`config.mk`:
```
export PLATFORM = sky130hd
export DESIGN_NAME = char_lcd_nibble_sequencer_flat
export DESIGN_NICKNAME = d
export VERILOG_FILES = /design/src/rtl/core/clns_pkg.sv /design/src/rtl/core/clns_if.sv /design/src/rtl/core/char_lcd_nibble_sequencer.sv /design/src/rtl/core/clns_cfg_regs.sv /design/src/rtl/core/clns_useq.sv /design/src/rtl/core/clns_dpath.sv /design/src/flat_wrapper.sv
export SDC_FILE = /design/constraint.sdc
export NUM_CORES = 1
export LEC_CHECK = 0
export BUFFER_PORTS_ARGS = -buffer_cell sky130_fd_sc_hd__buf_2
export CAP_MARGIN = 25
export CORE_MARGIN = 2
export CORE_UTILIZATION = 52
export DETAILED_ROUTE_END_ITERATION = 16
export PLACE_DENSITY = 0.8
export SKIP_LAST_GASP = 1
export SLEW_MARGIN = 25
export SYNTH_ARGS = -nofsm -noshare
export SYNTH_HDL_FRONTEND = slang
export SYNTH_HIERARCHICAL = 1
export SYNTH_SLANG_ARGS = --single-unit
export TNS_END_PERCENT = 10
```
`constraint.sdc`:
```
create_clock -name clk -period 3.5 [get_ports clk]
set_input_delay 0.875 -clock clk [delete_from_list [all_inputs] [get_ports clk]]
set_output_delay 0.875 -clock clk [all_outputs]
set_load 0.005 [all_outputs]
```
`src/rtl/core/clns_pkg.sv`:
```
`default_nettype none
package clns_pkg;

	localparam int unsigned TIME_W   = 16;
	localparam int unsigned POST_W   = 17;
	localparam int unsigned CFG_IDX_W = 3;

	typedef enum logic [2:0] {
		OP_INIT   = 3'd0,
		OP_CMD    = 3'd1,
		OP_DATA   = 3'd2,
		OP_CLEAR  = 3'd3,
		OP_CURSOR = 3'd4
	} opcode_t;

	typedef enum logic [CFG_IDX_W-1:0] {
		CFG_ENABLE_HIGH = 3'd0,
		CFG_HOLD_AFTER  = 3'd1,
		CFG_POWER_ON    = 3'd2,
		CFG_WAKE_WAIT   = 3'd3,
		CFG_CLEAR_WAIT  = 3'd4
	} cfg_idx_t;

	localparam logic [TIME_W-1:0] RST_ENABLE_HIGH = 16'd200;
	localparam logic [TIME_W-1:0] RST_HOLD_AFTER  = 16'd4000;
	localparam logic [TIME_W-1:0] RST_POWER_ON    = 16'd50000;
	localparam logic [TIME_W-1:0] RST_WAKE_WAIT   = 16'd5000;
	localparam logic [TIME_W-1:0] RST_CLEAR_WAIT  = 16'd2000;

	typedef struct packed {
		logic [TIME_W-1:0] enable_high_time;
		logic [TIME_W-1:0] hold_after_pulse;
		logic [TIME_W-1:0] power_on_wait;
		logic [TIME_W-1:0] wake_nibble_wait;
		logic [TIME_W-1:0] clear_wait;
	} cfg_t;

	// nibble source of one microcode step
	typedef enum logic [1:0] {
		NS_CONST   = 2'd0,
		NS_BYTE_HI = 2'd1,
		NS_BYTE_LO = 2'd2
	} nib_src_t;

	// extra wait added to the hold time
	typedef enum logic [1:0] {
		EX_NONE  = 2'd0,
		EX_WAKE  = 2'd1,
		EX_CLEAR = 2'd2
	} extra_t;

	typedef struct packed {
		logic     rs;
		nib_src_t nsrc;
		logic [3:0] cnib;
		logic     pre_power;
		extra_t   extra;
		logic     last;
	} uword_t;

	localparam int unsigned ROM_DEPTH = 20;
	localparam int unsigned PC_W      = $clog2(ROM_DEPTH);

	localparam logic [PC_W-1:0] ENTRY_INIT   = 5'd0;
	localparam logic [PC_W-1:0] ENTRY_CMD    = 5'd12;
	localparam logic [PC_W-1:0] ENTRY_DATA   = 5'd14;
	localparam logic [PC_W-1:0] ENTRY_CLEAR  = 5'd16;
	localparam logic [PC_W-1:0] ENTRY_CURSOR = 5'd18;

	// control handed from the sequencer to the datapath
	typedef struct packed {
		logic       fire;
		uword_t     word;
		logic [7:0] byte_q;
	} ctl_t;

	typedef struct packed {
		logic busy;
	} seq_stat_t;

	function automatic uword_t mk(input logic rs, input nib_src_t nsrc, input logic [3:0] cnib,
		input logic pre_power, input extra_t extra, input logic last);
		uword_t w;
		w.rs        = rs;
		w.nsrc      = nsrc;
		w.cnib      = cnib;
		w.pre_power = pre_power;
		w.extra     = extra;
		w.last      = last;
		return w;
	endfunction

	function automatic uword_t ucode_rom(input logic [PC_W-1:0] pc);
		uword_t w;
		case (pc)
			5'd0:    w = mk(1'b0, NS_CONST,   4'h3, 1'b1, EX_WAKE,  1'b0);
			5'd1:    w = mk(1'b0, NS_CONST,   4'h3, 1'b0, EX_WAKE,  1'b0);
			5'd2:    w = mk(1'b0, NS_CONST,   4'h3, 1'b0, EX_WAKE,  1'b0);
			5'd3:    w = mk(1'b0, NS_CONST,   4'h2, 1'b0, EX_NONE,  1'b0);
			5'd4:    w = mk(1'b0, NS_CONST,   4'h2, 1'b0, EX_NONE,  1'b0);
			5'd5:    w = mk(1'b0, NS_CONST,   4'h8, 1'b0, EX_NONE,  1'b0);
			5'd6:    w = mk(1'b0, NS_CONST,   4'h0, 1'b0, EX_NONE,  1'b0);
			5'd7:    w = mk(1'b0, NS_CONST,   4'hC, 1'b0, EX_NONE,  1'b0);
			5'd8:    w = mk(1'b0, NS_CONST,   4'h0, 1'b0, EX_NONE,  1'b0);
			5'd9:    w = mk(1'b0, NS_CONST,   4'h6, 1'b0, EX_NONE,  1'b0);
			5'd10:   w = mk(1'b0, NS_CONST,   4'h0, 1'b0, EX_NONE,  1'b0);
			5'd11:   w = mk(1'b0, NS_CONST,   4'h1, 1'b0, EX_CLEAR, 1'b1);
			5'd12:   w = mk(1'b0, NS_BYTE_HI, 4'h0, 1'b0, EX_NONE,  1'b0);
			5'd13:   w = mk(1'b0, NS_BYTE_LO, 4'h0, 1'b0, EX_NONE,  1'b1);
			5'd14:   w = mk(1'b1, NS_BYTE_HI, 4'h0, 1'b0, EX_NONE,  1'b0);
			5'd15:   w = mk(1'b1, NS_BYTE_LO, 4'h0, 1'b0, EX_NONE,  1'b1);
			5'd16:   w = mk(1'b0, NS_CONST,   4'h0, 1'b0, EX_NONE,  1'b0);
			5'd17:   w = mk(1'b0, NS_CONST,   4'h1, 1'b0, EX_CLEAR, 1'b1);
			5'd18:   w = mk(1'b0, NS_BYTE_HI, 4'h0, 1'b0, EX_NONE,  1'b0);
			5'd19:   w = mk(1'b0, NS_BYTE_LO, 4'h0, 1'b0, EX_NONE,  1'b1);
			default: w = mk(1'b0, NS_CONST,   4'h0, 1'b0, EX_NONE,  1'b1);
		endcase
		return w;
	endfunction

endpackage
`default_nettype wire

```
`src/rtl/core/clns_if.sv`:
```
`default_nettype none
interface clns_req_if;
	logic       valid;
	logic       ready;
	logic [2:0] opcode;
	logic [7:0] byte_value;
	logic       row;
	logic [5:0] column;

	modport source (output valid, output opcode, output byte_value, output row,
		output column, input ready);
	modport sink (input valid, input opcode, input byte_value, input row,
		input column, output ready);
endinterface

interface clns_xfer_if;
	logic                         valid;
	logic                         ready;
	logic                         reg_select;
	logic [3:0]                   nibble;
	logic [clns_pkg::TIME_W-1:0]  pre_wait;
	logic [clns_pkg::TIME_W-1:0]  strobe_time;
	logic [clns_pkg::POST_W-1:0]  post_wait;
	logic                         last;

	modport source (output valid, output reg_select, output nibble, output pre_wait,
		output strobe_time, output post_wait, output last, input ready);
	modport sink (input valid, input reg_select, input nibble, input pre_wait,
		input strobe_time, input post_wait, input last, output ready);
endinterface

interface clns_cfg_if;
	logic                           valid;
	logic                           ready;
	logic [clns_pkg::CFG_IDX_W-1:0] index;
	logic [clns_pkg::TIME_W-1:0]    data;

	modport source (output valid, output index, output data, input ready);
	modport sink (input valid, input index, input data, output ready);
endinterface
`default_nettype wire

```
`src/rtl/core/char_lcd_nibble_sequencer.sv`:
```
`default_nettype none
// Channel  Role   Payload
// req      sink   opcode, byte_value, row, column
// xfer     source reg_select, nibble, pre_wait, strobe_time, post_wait, last
// cfg      sink   index, data (always ready)
//
// A request is taken, then its microcode runs one step per cycle, each step
// loading one nibble transfer into the output register: init loads 12
// transfers, every other request 2. The step counter stalls while the
// output register holds an untaken transfer. req.ready is low while a program
// runs. Reset idles the step counter, clears xfer.valid and loads config defaults.
module char_lcd_nibble_sequencer (
	input wire logic clk,
	input wire logic arst_n,
	clns_req_if.sink    req,
	clns_xfer_if.source xfer,
	clns_cfg_if.sink    cfg
);
	import clns_pkg::*;

	cfg_t      regs;
	ctl_t      ctl;
	seq_stat_t stat;
	logic      out_stall;

	clns_cfg_regs u_cfg (
		.clk    (clk),
		.arst_n (arst_n),
		.cfg    (cfg),
		.regs   (regs)
	);

	clns_useq u_seq (
		.clk       (clk),
		.arst_n    (arst_n),
		.req       (req),
		.out_stall (out_stall),
		.ctl       (ctl),
		.stat      (stat)
	);

	clns_dpath u_dp (
		.clk       (clk),
		.arst_n    (arst_n),
		.ctl       (ctl),
		.regs      (regs),
		.xfer      (xfer),
		.out_stall (out_stall)
	);

`ifndef NO_ASSERTIONS
	// a running program with a free output always loads a transfer
	a_step_loads: assert property (@(posedge clk) disable iff (!arst_n)
		(stat.busy && !out_stall) |=> xfer.valid)
		else $error("step did not load a transfer");

	// a valid opcode starts a program
	a_start: assert property (@(posedge clk) disable iff (!arst_n)
		(req.valid && req.ready && req.opcode <= OP_CURSOR) |=> stat.busy)
		else $error("request did not start a program");

	// no request transfer while a program runs
	a_no_overlap: assert property (@(posedge clk) disable iff (!arst_n)
		stat.busy |-> !req.ready)
		else $error("request taken while busy");
`endif
endmodule
`default_nettype wire

```
`src/rtl/core/clns_cfg_regs.sv`:
```
`default_nettype none
module clns_cfg_regs (
	input  wire logic         clk,
	input  wire logic         arst_n,
	clns_cfg_if.sink          cfg,
	output clns_pkg::cfg_t    regs
);
	import clns_pkg::*;

	cfg_t regs_q;

	assign cfg.ready = 1'b1;
	assign regs      = regs_q;

	always_ff @(posedge clk or negedge arst_n) begin
		if (!arst_n) begin
			regs_q.enable_high_time <= RST_ENABLE_HIGH;
			regs_q.hold_after_pulse <= RST_HOLD_AFTER;
			regs_q.power_on_wait    <= RST_POWER_ON;
			regs_q.wake_nibble_wait <= RST_WAKE_WAIT;
			regs_q.clear_wait       <= RST_CLEAR_WAIT;
		end else if (cfg.valid) begin
			case (cfg_idx_t'(cfg.index))
				CFG_ENABLE_HIGH: regs_q.enable_high_time <= cfg.data;
				CFG_HOLD_AFTER:  regs_q.hold_after_pulse <= cfg.data;
				CFG_POWER_ON:    regs_q.power_on_wait    <= cfg.data;
				CFG_WAKE_WAIT:   regs_q.wake_nibble_wait <= cfg.data;
				CFG_CLEAR_WAIT:  regs_q.clear_wait       <= cfg.data;
				default: begin
				end
			endcase
		end
	end
endmodule
`default_nettype wire

```
`src/rtl/core/clns_useq.sv`:
```
`default_nettype none
module clns_useq (
	input  wire logic          clk,
	input  wire logic          arst_n,
	clns_req_if.sink           req,
	input  wire logic          out_stall,
	output clns_pkg::ctl_t     ctl,
	output clns_pkg::seq_stat_t stat
);
	import clns_pkg::*;

	logic            busy_q;
	logic [PC_W-1:0] pc_q;
	logic [7:0]      byte_q;
	logic [PC_W-1:0] entry;
	logic            op_ok;
	logic            accept;
	logic            fire;
	uword_t          word;

	assign req.ready = !busy_q;
	assign accept    = req.valid && !busy_q;
	assign fire      = busy_q && !out_stall;
	assign word      = ucode_rom(pc_q);

	// dispatch on opcode; unused codes are taken and dropped
	always_comb begin
		op_ok = 1'b1;
		case (opcode_t'(req.opcode))
			OP_INIT:   entry = ENTRY_INIT;
			OP_CMD:    entry = ENTRY_CMD;
			OP_DATA:   entry = ENTRY_DATA;
			OP_CLEAR:  entry = ENTRY_CLEAR;
			OP_CURSOR: entry = ENTRY_CURSOR;
			default: begin
				entry = ENTRY_INIT;
				op_ok = 1'b0;
			end
		endcase
	end

	always_ff @(posedge clk or negedge arst_n) begin
		if (!arst_n) begin
			busy_q <= 1'b0;
			pc_q   <= '0;
		end else if (accept) begin
			busy_q <= op_ok;
			pc_q   <= entry;
		end else if (fire) begin
			if (word.last) begin
				busy_q <= 1'b0;
			end else begin
				pc_q <= pc_q + PC_W'(1);
			end
		end
	end

	// cursor command is 0x80 | line base | column
	always_ff @(posedge clk) begin
		if (accept) begin
			if (opcode_t'(req.opcode) == OP_CURSOR) begin
				byte_q <= {1'b1, req.row, req.column};
			end else begin
				byte_q <= req.byte_value;
			end
		end
	end

	assign ctl.fire   = fire;
	assign ctl.word   = word;
	assign ctl.byte_q = byte_q;
	assign stat.busy  = busy_q;
endmodule
`default_nettype wire

```
`src/rtl/core/clns_dpath.sv`:
```
`default_nettype none
module clns_dpath (
	input  wire logic          clk,
	input  wire logic          arst_n,
	input  wire clns_pkg::ctl_t ctl,
	input  wire clns_pkg::cfg_t regs,
	clns_xfer_if.source        xfer,
	output logic               out_stall
);
	import clns_pkg::*;

	logic              valid_q;
	logic              rs_q;
	logic [3:0]        nib_q;
	logic [TIME_W-1:0] pre_q;
	logic [TIME_W-1:0] strobe_q;
	logic [POST_W-1:0] post_q;
	logic              last_q;

	logic [3:0]        nib_d;
	logic [TIME_W-1:0] extra_d;
	logic [TIME_W-1:0] pre_d;

	assign out_stall = valid_q && !xfer.ready;

	always_comb begin
		case (ctl.word.nsrc)
			NS_BYTE_HI: nib_d = ctl.byte_q[7:4];
			NS_BYTE_LO: nib_d = ctl.byte_q[3:0];
			default:    nib_d = ctl.word.cnib;
		endcase
		case (ctl.word.extra)
			EX_WAKE:  extra_d = regs.wake_nibble_wait;
			EX_CLEAR: extra_d = regs.clear_wait;
			default:  extra_d = '0;
		endcase
		pre_d = ctl.word.pre_power ? regs.power_on_wait : '0;
	end

	always_ff @(posedge clk or negedge arst_n) begin
		if (!arst_n) begin
			valid_q <= 1'b0;
		end else if (ctl.fire) begin
			valid_q <= 1'b1;
		end else if (xfer.ready) begin
			valid_q <= 1'b0;
		end
	end

	always_ff @(posedge clk) begin
		if (ctl.fire) begin
			rs_q     <= ctl.word.rs;
			nib_q    <= nib_d;
			pre_q    <= pre_d;
			strobe_q <= regs.enable_high_time;
			post_q   <= {1'b0, regs.hold_after_pulse} + {1'b0, extra_d};
			last_q   <= ctl.word.last;
		end
	end

	assign xfer.valid       = valid_q;
	assign xfer.reg_select  = rs_q;
	assign xfer.nibble      = nib_q;
	assign xfer.pre_wait    = pre_q;
	assign xfer.strobe_time = strobe_q;
	assign xfer.post_wait   = post_q;
	assign xfer.last        = last_q;
endmodule
`default_nettype wire
```
`src/flat_wrapper.sv`:
```
// flat-port wrapper written by rule: the top's interface ports become plain ports
module char_lcd_nibble_sequencer_flat import clns_pkg::*;
  (clk, arst_n, req_valid, req_opcode, req_byte_value, req_row, req_column, req_ready, xfer_valid, xfer_reg_select, xfer_nibble, xfer_pre_wait, xfer_strobe_time, xfer_post_wait, xfer_last, xfer_ready, cfg_valid, cfg_index, cfg_data, cfg_ready);
  clns_req_if req_i ();
  clns_xfer_if xfer_i ();
  clns_cfg_if cfg_i ();
  input wire logic clk;
  input wire logic arst_n;
  input wire logic [$bits(req_i.valid)-1:0] req_valid;
  input wire logic [$bits(req_i.opcode)-1:0] req_opcode;
  input wire logic [$bits(req_i.byte_value)-1:0] req_byte_value;
  input wire logic [$bits(req_i.row)-1:0] req_row;
  input wire logic [$bits(req_i.column)-1:0] req_column;
  output wire logic [$bits(req_i.ready)-1:0] req_ready;
  output wire logic [$bits(xfer_i.valid)-1:0] xfer_valid;
  output wire logic [$bits(xfer_i.reg_select)-1:0] xfer_reg_select;
  output wire logic [$bits(xfer_i.nibble)-1:0] xfer_nibble;
  output wire logic [$bits(xfer_i.pre_wait)-1:0] xfer_pre_wait;
  output wire logic [$bits(xfer_i.strobe_time)-1:0] xfer_strobe_time;
  output wire logic [$bits(xfer_i.post_wait)-1:0] xfer_post_wait;
  output wire logic [$bits(xfer_i.last)-1:0] xfer_last;
  input wire logic [$bits(xfer_i.ready)-1:0] xfer_ready;
  input wire logic [$bits(cfg_i.valid)-1:0] cfg_valid;
  input wire logic [$bits(cfg_i.index)-1:0] cfg_index;
  input wire logic [$bits(cfg_i.data)-1:0] cfg_data;
  output wire logic [$bits(cfg_i.ready)-1:0] cfg_ready;
  assign req_i.valid = req_valid;
  assign req_i.opcode = req_opcode;
  assign req_i.byte_value = req_byte_value;
  assign req_i.row = req_row;
  assign req_i.column = req_column;
  assign req_ready = req_i.ready;
  assign xfer_valid = xfer_i.valid;
  assign xfer_reg_select = xfer_i.reg_select;
  assign xfer_nibble = xfer_i.nibble;
  assign xfer_pre_wait = xfer_i.pre_wait;
  assign xfer_strobe_time = xfer_i.strobe_time;
  assign xfer_post_wait = xfer_i.post_wait;
  assign xfer_last = xfer_i.last;
  assign xfer_i.ready = xfer_ready;
  assign cfg_i.valid = cfg_valid;
  assign cfg_i.index = cfg_index;
  assign cfg_i.data = cfg_data;
  assign cfg_ready = cfg_i.ready;
  char_lcd_nibble_sequencer u_core (.clk(clk), .arst_n(arst_n), .req(req_i), .xfer(xfer_i), .cfg(cfg_i));
endmodule
```
# After elaboration in Yosys (flattened, before gate mapping)
# Memories as Yosys holds them, arrays and structs flattened.
# Index checks and enable logic that the tools add are counted.
# classes
n_reduce_logical	19
eq_ne	13
n_addsub	2
mux	13
# op_table
op	count
$pmux 16 s2	1
$pmux 5 s4	1
$add 16x16->17	1
$mux 5	3
$reduce_and 2->1	7
$eq 3x2->1 const B	4
$pmux 4 s2	1
$mux 7	1
$eq 3x1->1 const B	2
$eq 3x3->1 const B	2
$logic_not 3->1	2
$mux 1	6
$reduce_bool 2->1	3
$add 5x1->5 const B	1
$reduce_or 5->1	1
$eq 2x1->1 const B	2
$eq 2x2->1 const B	2
$logic_and 1x1->1	3
$logic_not 1->1	3
$ne 2x2->1 const B	1
# totals
output_inout_bits	58
inputBits	42
mem_count	1
ff_bits	150
romBits	352
word_cells	64
# memory_table
name	words	word_bits	rd	rd_ports_with_merged_regs	wr	line_no	source
(no name shown)	32	11	1	0	0	clns_pkg.sv:95	case (pc)

# Logic depth before layout (Yosys ltp)
# Gate-level depths: netlist of the first run.
# logic_depth
word_depth	6
mapped_depth	17
ltp_nobuf	14

# Cells and area by module
# The synthesis of the first run kept the hierarchy.
# modules_own_cells
mod	area_each_um2	seq_area_each_um2	n_inst	cells_each
clns_cfg_regs	3094.2	2034.5	1	175
clns_dpath	2869.0	1676.6	1	232
clns_useq	965.9	390.4	1	97

# Least setup slack after synthesis of the first run
# OpenSTA, ideal clock, no wires.
# synth_path
path_type	register to register
from	reg u_core.u_seq.pc_q[0]
to	reg u_core.u_dp.post_q[10] (netlist: u_core/u_dp/xfer.post_wait[10]) (data pin)
synth_period_minus_slack_ns	3.750
path_slack_ns	-0.250
t_required_ns	3.235
setup_ns	0.265
stages_incl_launch_ff	15
n_path_buf	1
t_arrival_ns	3.485
path_cell_list	dfrtp_1 > ha_1 > ha_1 > a32o_1 > ha_1 > clkbuf_1 > a22oi_1 > nor2_1 > ha_1 > fa_1 > a21o_1 > a221o_1 > and2_1 > o41a_1 > xor2_1
# synth_lines
item	line_no	source
start: declaration	clns_useq.sv:13	logic [PC_W-1:0] pc_q;
start signal: assignment	clns_useq.sv:48	pc_q <= entry;
start signal: assignment	clns_useq.sv:53	pc_q <= pc_q + PC_W'(1);
end signal: assignment	clns_dpath.sv:56	post_q <= {1'b0, regs.hold_after_pulse} + {1'b0, extra_d};
end: declaration	clns_dpath.sv:17	logic [POST_W-1:0] post_q;

==> results.yml, run 1 <==
pwr:
  clkPwrFrac_pct: 27.0
  irDropWorstVdd_uv: 526
  powerDensity_nw_per_um2: 766
  pwr-share-seq_pct: 42.8
  p_switching_w: 0.00201
  comb_power_share_pct: 30.3
  p_int_w: 0.00451
  power_leakage_nw: 3.63
  swShare_pct: 30.8
finish:
  drive_above_1_share_pct: 47.4
  multi_input_area_sq_um: 2770
  final_cells: 823
  final_nets: 704
  postLayoutCellArea_sq_um: 8510
  postLayoutCoreUtil_pct: 64.8
  area_growth_pct: 22.8
  fill_cells: 1010
  regArea_sq_um: 4100
  diodes: 0
critical_path:
  crit_type: "flop to flop"
  critPathCaptureType: "flop"
  required_ns: 3.67
  setup.worst_path.start_class: "flop"
  cp_max_fo: 15
  ff2ff_path_depth: 13
  cp.arrival_ns: 3.72
floorplanning:
  dieArea_sq_um: 14300
  fp-row-count: 42
  die_width_um: 119
  dieHeight_um: 119
  start_util_pct: 52.7
  coreArea_sq_um: 13100
  io_pins: 100
outcome:
  outcome: "complete, but fails checks"
  violations: "setup timing"
synthesis:
  ys_ff_latch: 150
  yosysTopAreaCellShare_pct: 27.3
  ys_seq_area_share_pct: 59.2
  synth_area_per_cell_sq_um: 13.7
  netlist_area_sq_um: 6930
  synthesis.nets: 574
  synth_top_flop_cell: "edfxtp_1"
  synth-edff-count: 63
  yosys.area.top_type: "edfxtp_1"
  synth.distinct_cells: 63
  synth_area_leaders: "edfxtp_1 (27%), dfrtp_1 (22%), mux2_2 (13%), dfstp_2 (9.9%), ha_1 (4.9%)"
  synth_warnings: 6
  synth_cells: 504
  postSynth.asyncResetShare_pct: 58.0
placed_design:
  globalplace.congestion: 0.893
  dpl.cell_count: 786
  placed_cell_area_sq_um: 7830
  portBuffers: 98
  hpwlAfterDp_mm: 10.1
clock_network:
  clkTransAtPathRegs_ns: 0.06
  clock_latency_ns: 0.42
  numCtsBuffers: 17
  cts_hold_buf: 0
  cts_root_buf: "clkbuf_16"
  htree_levels: 4
  clkSinkCount: 150
  cts_tree: "yes"
  cts_max_path_buffers: 2
drt:
  drt_wl_total_mm: 14.3
  postRouteAntennaNets: 0
  vias: 4488
  routedWlPerCell_um: 17.4
  remaining_drc_errors: 0
  drt_first_pass_iters: 4
  viasPerCell: 5.45
  drtIter0Drc: 261
sta:
  setup_viol: 1
  finalHoldViolCount: 0
  worst_pin_slew_ns: 0.611
  relSlewSlack_pct: 59.3
  setup_ws_ns: -0.0537
  hold_slack_ns: 0.446
  min_period_ns: 3.55
  fmax_ghz: 0.281
  rsz0062_at_grt: "yes"
  fin_crit_sh_pct: 102
  fin_worst_skew_ns: 0.00633
  slew_viol_final: 0
grt:
  antenna_found_initial: 0
  grt_overflow: 0
  grt_max_degree: 51
  grt_pass1_vias: 4689
  grtUsageTotal_pct: 21.1
  grt_pass1_wl_mm: 23.3
run:
  maxCapViolCount: 0
hold_path:
  min_path_cells: 0
  hp-class: "flop to flop"
-- worst max-delay path, stage by stage, from the launching register on --
cell,delay [ns]
dfrtp_2,0.47
ha_4,0.20
ha_4,0.16
a32o_2,0.25
ha_4,0.17
buf_6,0.15
a22oi_2,0.18
nor2_2,0.07
fa_2,0.37
a21o_1,0.21
a221o_1,0.38
and2_4,0.16
o41a_1,0.38
xor2_1,0.15
-- routing by layer --
metal  vias up  GRT usage, %  part of all wire [%]
met5         -             0                     0
met1      2217          27.5                    43
met3        29          6.51                   6.2
met4         0          7.28                   2.0
met2       119          33.9                    49
li1       2123             -                     -
-- per-stage QoR --
| stage | total power [W] | setup WS (ns) | setup TNS, ns |
|---|---|---|---|
| after detailed placement | 0.00469 | -0.0499 | -0.105 |
| after global placement | 0.00459 | 0.0253 | 0 |
| after CTS | 0.00647 | -0.0293 | -0.0293 |
| after floorplan | 0.00391 | -0.0426 | -0.0761 |
| final | 0.00652 | -0.0537 | -0.0537 |
| after global routing | 0.00688 | -0.167 | -0.466 |
-- power groups by stage --
stage	registers (W)	logic (W)	clock network [W]
floorplan	0.00279	0.00112	0
finish	0.00279	0.00197	0.00176
CTS	0.00278	0.00189	0.00179
detailed placement	0.00281	0.00188	0
global route	0.00284	0.00218	0.00186
global placement	0.00278	0.00181	0
-- Yosys cell counts, types with 4 or more instances --
cell type,instances
mux2_2,83
edfxtp_1,63
dfrtp_1,61
nor2_1,30
ha_1,27
dfstp_2,26
a22oi_1,21
nand2_1,19
and2_1,17
inv_1,14
a21oi_1,13
o21ai_0,13
a21o_1,10
clkbuf_1,10
xnor2_1,9
nand3_1,7
buf_6,5
nor3_1,5
xor2_1,5
buf_2,4
mux2_1,4
-- timing repair --
action,in CTS,in global routing
gates resized for setup,2,12
buffers inserted,0,5
pin swaps,2,9
endpoints found under the setup margin,3,7
-- kinds of logic after synthesis --
logic type | share of synthesized area, %
multiplexers | 14.1
AND/OR/NAND/NOR | 8.04
adder cells (fa/ha/maj) | 5.16
XOR/XNOR | 1.77
flip-flops | 59.2
other | 0.0541
AO/OA/AOI/OAI | 8.81
buffers and inverters | 2.83
-- layout make-up --
type	instances	area share (%)
Timing Repair Buffer	134	9.10
Clock inverter	7	0.647
Tap cell	176	2.59
Sequential cell	150	48.2
Multi-Input combinational cell	316	32.5
Inverter	15	0.662
Clock buffer	25	6.22
-- registers in the layout (all words and copies together), names as in the netlist --
| signal | cells |
|---|---|
| u_core/u_seq/pc_q | 5 |
| u_core/u_dp/xfer.last | 1 |
| u_core/u_cfg/regs | 80 |
| u_core/u_seq/byte_q | 8 |
| u_core/u_dp/xfer.valid | 1 |
| u_core/u_dp/xfer.nibble | 4 |
| u_core/u_seq/stat | 1 |
| u_core/u_dp/xfer.post_wait | 17 |
| u_core/u_dp/xfer.reg_select | 1 |
| u_core/u_dp/xfer.pre_wait | 16 |
| u_core/u_dp/xfer.strobe_time | 16 |
-- path summary, 6_finish.rpt --
check / start / to / slack [ns]
setup / recovery: u_core/u_seq/pc_q[1]$_DFFE_PN0P_ / u_core/u_dp/xfer.post_wait[10]$_DFFE_PP_ / -0.05
hold / removal: u_core/u_cfg/regs[64]$_DFFE_PN0P_ / u_core/u_dp/xfer.strobe_time[0]$_DFFE_PP_ / 0.45
setup reg to reg: u_core/u_seq/pc_q[1]$_DFFE_PN0P_ / u_core/u_dp/xfer.post_wait[10]$_DFFE_PP_ / -0.05
hold reg to reg: u_core/u_cfg/regs[64]$_DFFE_PN0P_ / u_core/u_dp/xfer.strobe_time[0]$_DFFE_PP_ / 0.45
max in group asynchronous: arst_n / u_core/u_cfg/regs[67]$_DFFE_PN1P_ / 2.24
min in group asynchronous: arst_n / u_core/u_cfg/regs[75]$_DFFE_PN0P_ / 0.47
-- cells in the final DEF (no fill, tap or decap), types with 4 or more instances in the layout --
cell type	synthesis	final
buf_2	4	97
mux2_2	83	83
edfxtp_1	63	63
dfrtp_1	61	59
buf_4	3	35
nor2_1	30	28
dfstp_2	26	26
ha_1	27	21
clkbuf_16	0	20
nand2_1	19	19
a22oi_1	21	18
and2_1	17	16
o21ai_0	13	13
a21oi_1	13	13
inv_1	14	11
a21o_1	10	10
xnor2_1	9	9
nand3_1	7	7
ha_4	0	6
nor3_1	5	5
xor2_1	5	5
clkbuf_1	10	4
inv_2	1	4
mux2_1	4	4
(Power assumes the default switching activity.)
==> inputs of run 2 (changes only) <==
- RECOVER_POWER: unset -> 50
- SLEW_MARGIN: 25 -> unset
==> run 2 against run 1 <==
The run ends with capacitance limit, slew limit, setup timing left. Fmax is 0.16% lower. Sequential share of layout area is 0.14 points higher. Register-to-register slack hardly changed. Via count hardly changed. Worst hold slack hardly changed. Routed wire length is 0.13% lower. Critical path depth stayed put. Cell area is 0.29% lower. Worst setup slack worse by 0.0058 ns. Sequential power hardly changed. Clock power hardly changed. Critical path type unchanged. Critical endpoint unchanged. Largest power group unchanged.
==> results.yml, run 2 (synthesis results as in run 1) <==
grt:
  grt_max_degree: 51
  grt_pass1_wl_mm: 23.3
  grt_overflow: 0
  antenna_found_initial: 0
  grt_pass1_vias: 4689
  grtUsageTotal_pct: 21.1
sta:
  min_period_ns: 3.56
  fin_crit_sh_pct: 102
  worst_pin_slew_ns: 2.56
  finalHoldViolCount: 0
  setup_viol: 1
  rsz0062_at_grt: "yes"
  slew_viol_final: 51
  fmax_ghz: 0.281
  relSlewSlack_pct: -70.6
  setup_ws_ns: -0.0595
  fin_worst_skew_ns: 0.00537
  hold_slack_ns: 0.446
floorplanning:
  dieArea_sq_um: 14300
  io_pins: 100
  dieHeight_um: 119
  die_width_um: 119
  start_util_pct: 52.7
  coreArea_sq_um: 13100
  fp-row-count: 42
drt:
  routedWlPerCell_um: 17.4
  postRouteAntennaNets: 0
  viasPerCell: 5.45
  remaining_drc_errors: 0
  vias: 4489
  drt_wl_total_mm: 14.3
  drt_first_pass_iters: 4
  drtIter0Drc: 253
clock_network:
  cts_hold_buf: 0
  cts_max_path_buffers: 2
  cts_root_buf: "clkbuf_16"
  clkTransAtPathRegs_ns: 0.06
  clkSinkCount: 150
  clock_latency_ns: 0.42
  numCtsBuffers: 17
  htree_levels: 4
  cts_tree: "yes"
critical_path:
  r2r-start: "u_core/u_seq/pc_q[1]$_DFFE_PN0P_"
  required_ns: 3.66
  critPathCaptureType: "flop"
  reg2reg_to: "u_core/u_dp/xfer.post_wait[10]$_DFFE_PP_"
  cp.arrival_ns: 3.72
  reg2reg_slack_ns: -0.06
  cp_max_fo: 15
  setup.worst_path.start_class: "flop"
  crit_type: "flop to flop"
  ff2ff_path_depth: 13
finish:
  drive_above_1_share_pct: 46.8
  area_growth_pct: 22.4
  fill_cells: 1016
  mostFrequentLayoutCells: "buf_2 (96), mux2_2 (83), edfxtp_1 (63)"
  diodes: 0
  multi_input_area_sq_um: 2760
  final_common_cell: "buf_2"
  final_nets: 704
  regArea_sq_um: 4100
  largest_reg_flops: 80
  final_cells: 823
  postLayoutCellArea_sq_um: 8480
pwr:
  irDropWorstVdd_uv: 525
  p_total_w: 0.00651
  pwr-share-seq_pct: 42.8
  comb_power_share_pct: 30.2
  p_int_w: 0.00451
  swShare_pct: 30.8
  clkPwrFrac_pct: 27.0
  p_switching_w: 0.00200
  powerDensity_nw_per_um2: 768
  power_leakage_nw: 3.61
hold_path:
  hold_end: "u_core/u_dp/xfer.strobe_time[0]$_DFFE_PP_"
  min_path_cells: 0
  min_from: "u_core/u_cfg/regs[64]$_DFFE_PN0P_"
  hp-class: "flop to flop"
outcome:
  outcome: "complete, but fails checks"
  violations: "capacitance limit, slew limit, setup timing"
placed_design:
  placed_cell_area_sq_um: 7830
  hpwlAfterDp_mm: 10.1
  dpl.cell_count: 786
  globalplace.congestion: 0.893
  portBuffers: 98
run:
  maxCapViolCount: 1
## run 2: power groups by stage
stage                     clock network (W)  logic (W)  registers (W)
after global routing                0.00186    0.00217        0.00284
after detailed placement                  0    0.00188        0.00281
after floorplan                           0    0.00112        0.00279
after CTS                           0.00179    0.00189        0.00278
final                               0.00176    0.00197        0.00279
after global placement                    0    0.00181        0.00278
## run 2: through the flow
step / TNS, ns / setup WS [ns] / util, %
6_report: -0.0595 / -0.0595 / 64.6
5_1_grt: -0.466 / -0.167 / 64.6
4_1_cts: -0.0293 / -0.0293 / 64.0
3_5_place_dp: -0.105 / -0.0499 / 59.6
3_3_place_gp: 0 / 0.0253 / 59.6
2_1_floorplan: -0.0761 / -0.0426 / -
## run 2: area by class of cell
cell class,count,area share (%)
Inverter,15,0.664
Sequential cell,150,48.4
Timing Repair Buffer,134,8.97
Clock inverter,7,0.649
Tap cell,176,2.60
Multi-Input combinational cell,316,32.5
Clock buffer,25,6.24
## run 2: how the worst max path moves through the flow
stage	from	end	slack, ns
floorplan	u_core/u_seq/pc_q[0]$_DFFE_PN0P_	u_core/u_dp/xfer.post_wait[10]$_DFFE_PP_	-0.04
global placement	u_core/u_seq/pc_q[1]$_DFFE_PN0P_	u_core/u_dp/xfer.post_wait[10]$_DFFE_PP_	0.03
detailed placement	u_core/u_seq/pc_q[1]$_DFFE_PN0P_	u_core/u_dp/xfer.post_wait[10]$_DFFE_PP_	-0.05
CTS	u_core/u_seq/pc_q[1]$_DFFE_PN0P_	u_core/u_dp/xfer.post_wait[10]$_DFFE_PP_	-0.03
global route	u_core/u_seq/pc_q[1]$_DFFE_PN0P_	u_core/u_dp/xfer.post_wait[10]$_DFFE_PP_	-0.17
finish	u_core/u_seq/pc_q[1]$_DFFE_PN0P_	u_core/u_dp/xfer.post_wait[10]$_DFFE_PP_	-0.06
## run 2: metal layers
metal	global-route usage (%)	vias up	part of all wire (%)
met1	27.5	2206	44
met3	6.51	28	5.4
met4	7.28	0	2.0
li1	-	2123	-
met5	0	-	0
met2	33.9	132	49
## run 2: what timing repair did
| action | CTS | global route |
|---|---|---|
| pin swaps | 2 | 9 |
| gates cloned | 0 | 0 |
| resized for setup | 2 | 12 |
| endpoints found under the setup margin | 3 | 7 |
| setup buffers | 0 | 5 |
## run 2: worst max-delay path, stage by stage, from the launching register on
cell and delay, ns:
dfrtp_2 0.47, ha_4 0.20, ha_4 0.16, a32o_2 0.25, ha_4 0.17, buf_6 0.15
a22oi_2 0.18, nor2_2 0.07, fa_2 0.37, a21o_1 0.21, a221o_1 0.39, and2_4 0.16
o41a_1 0.38, xor2_1 0.15
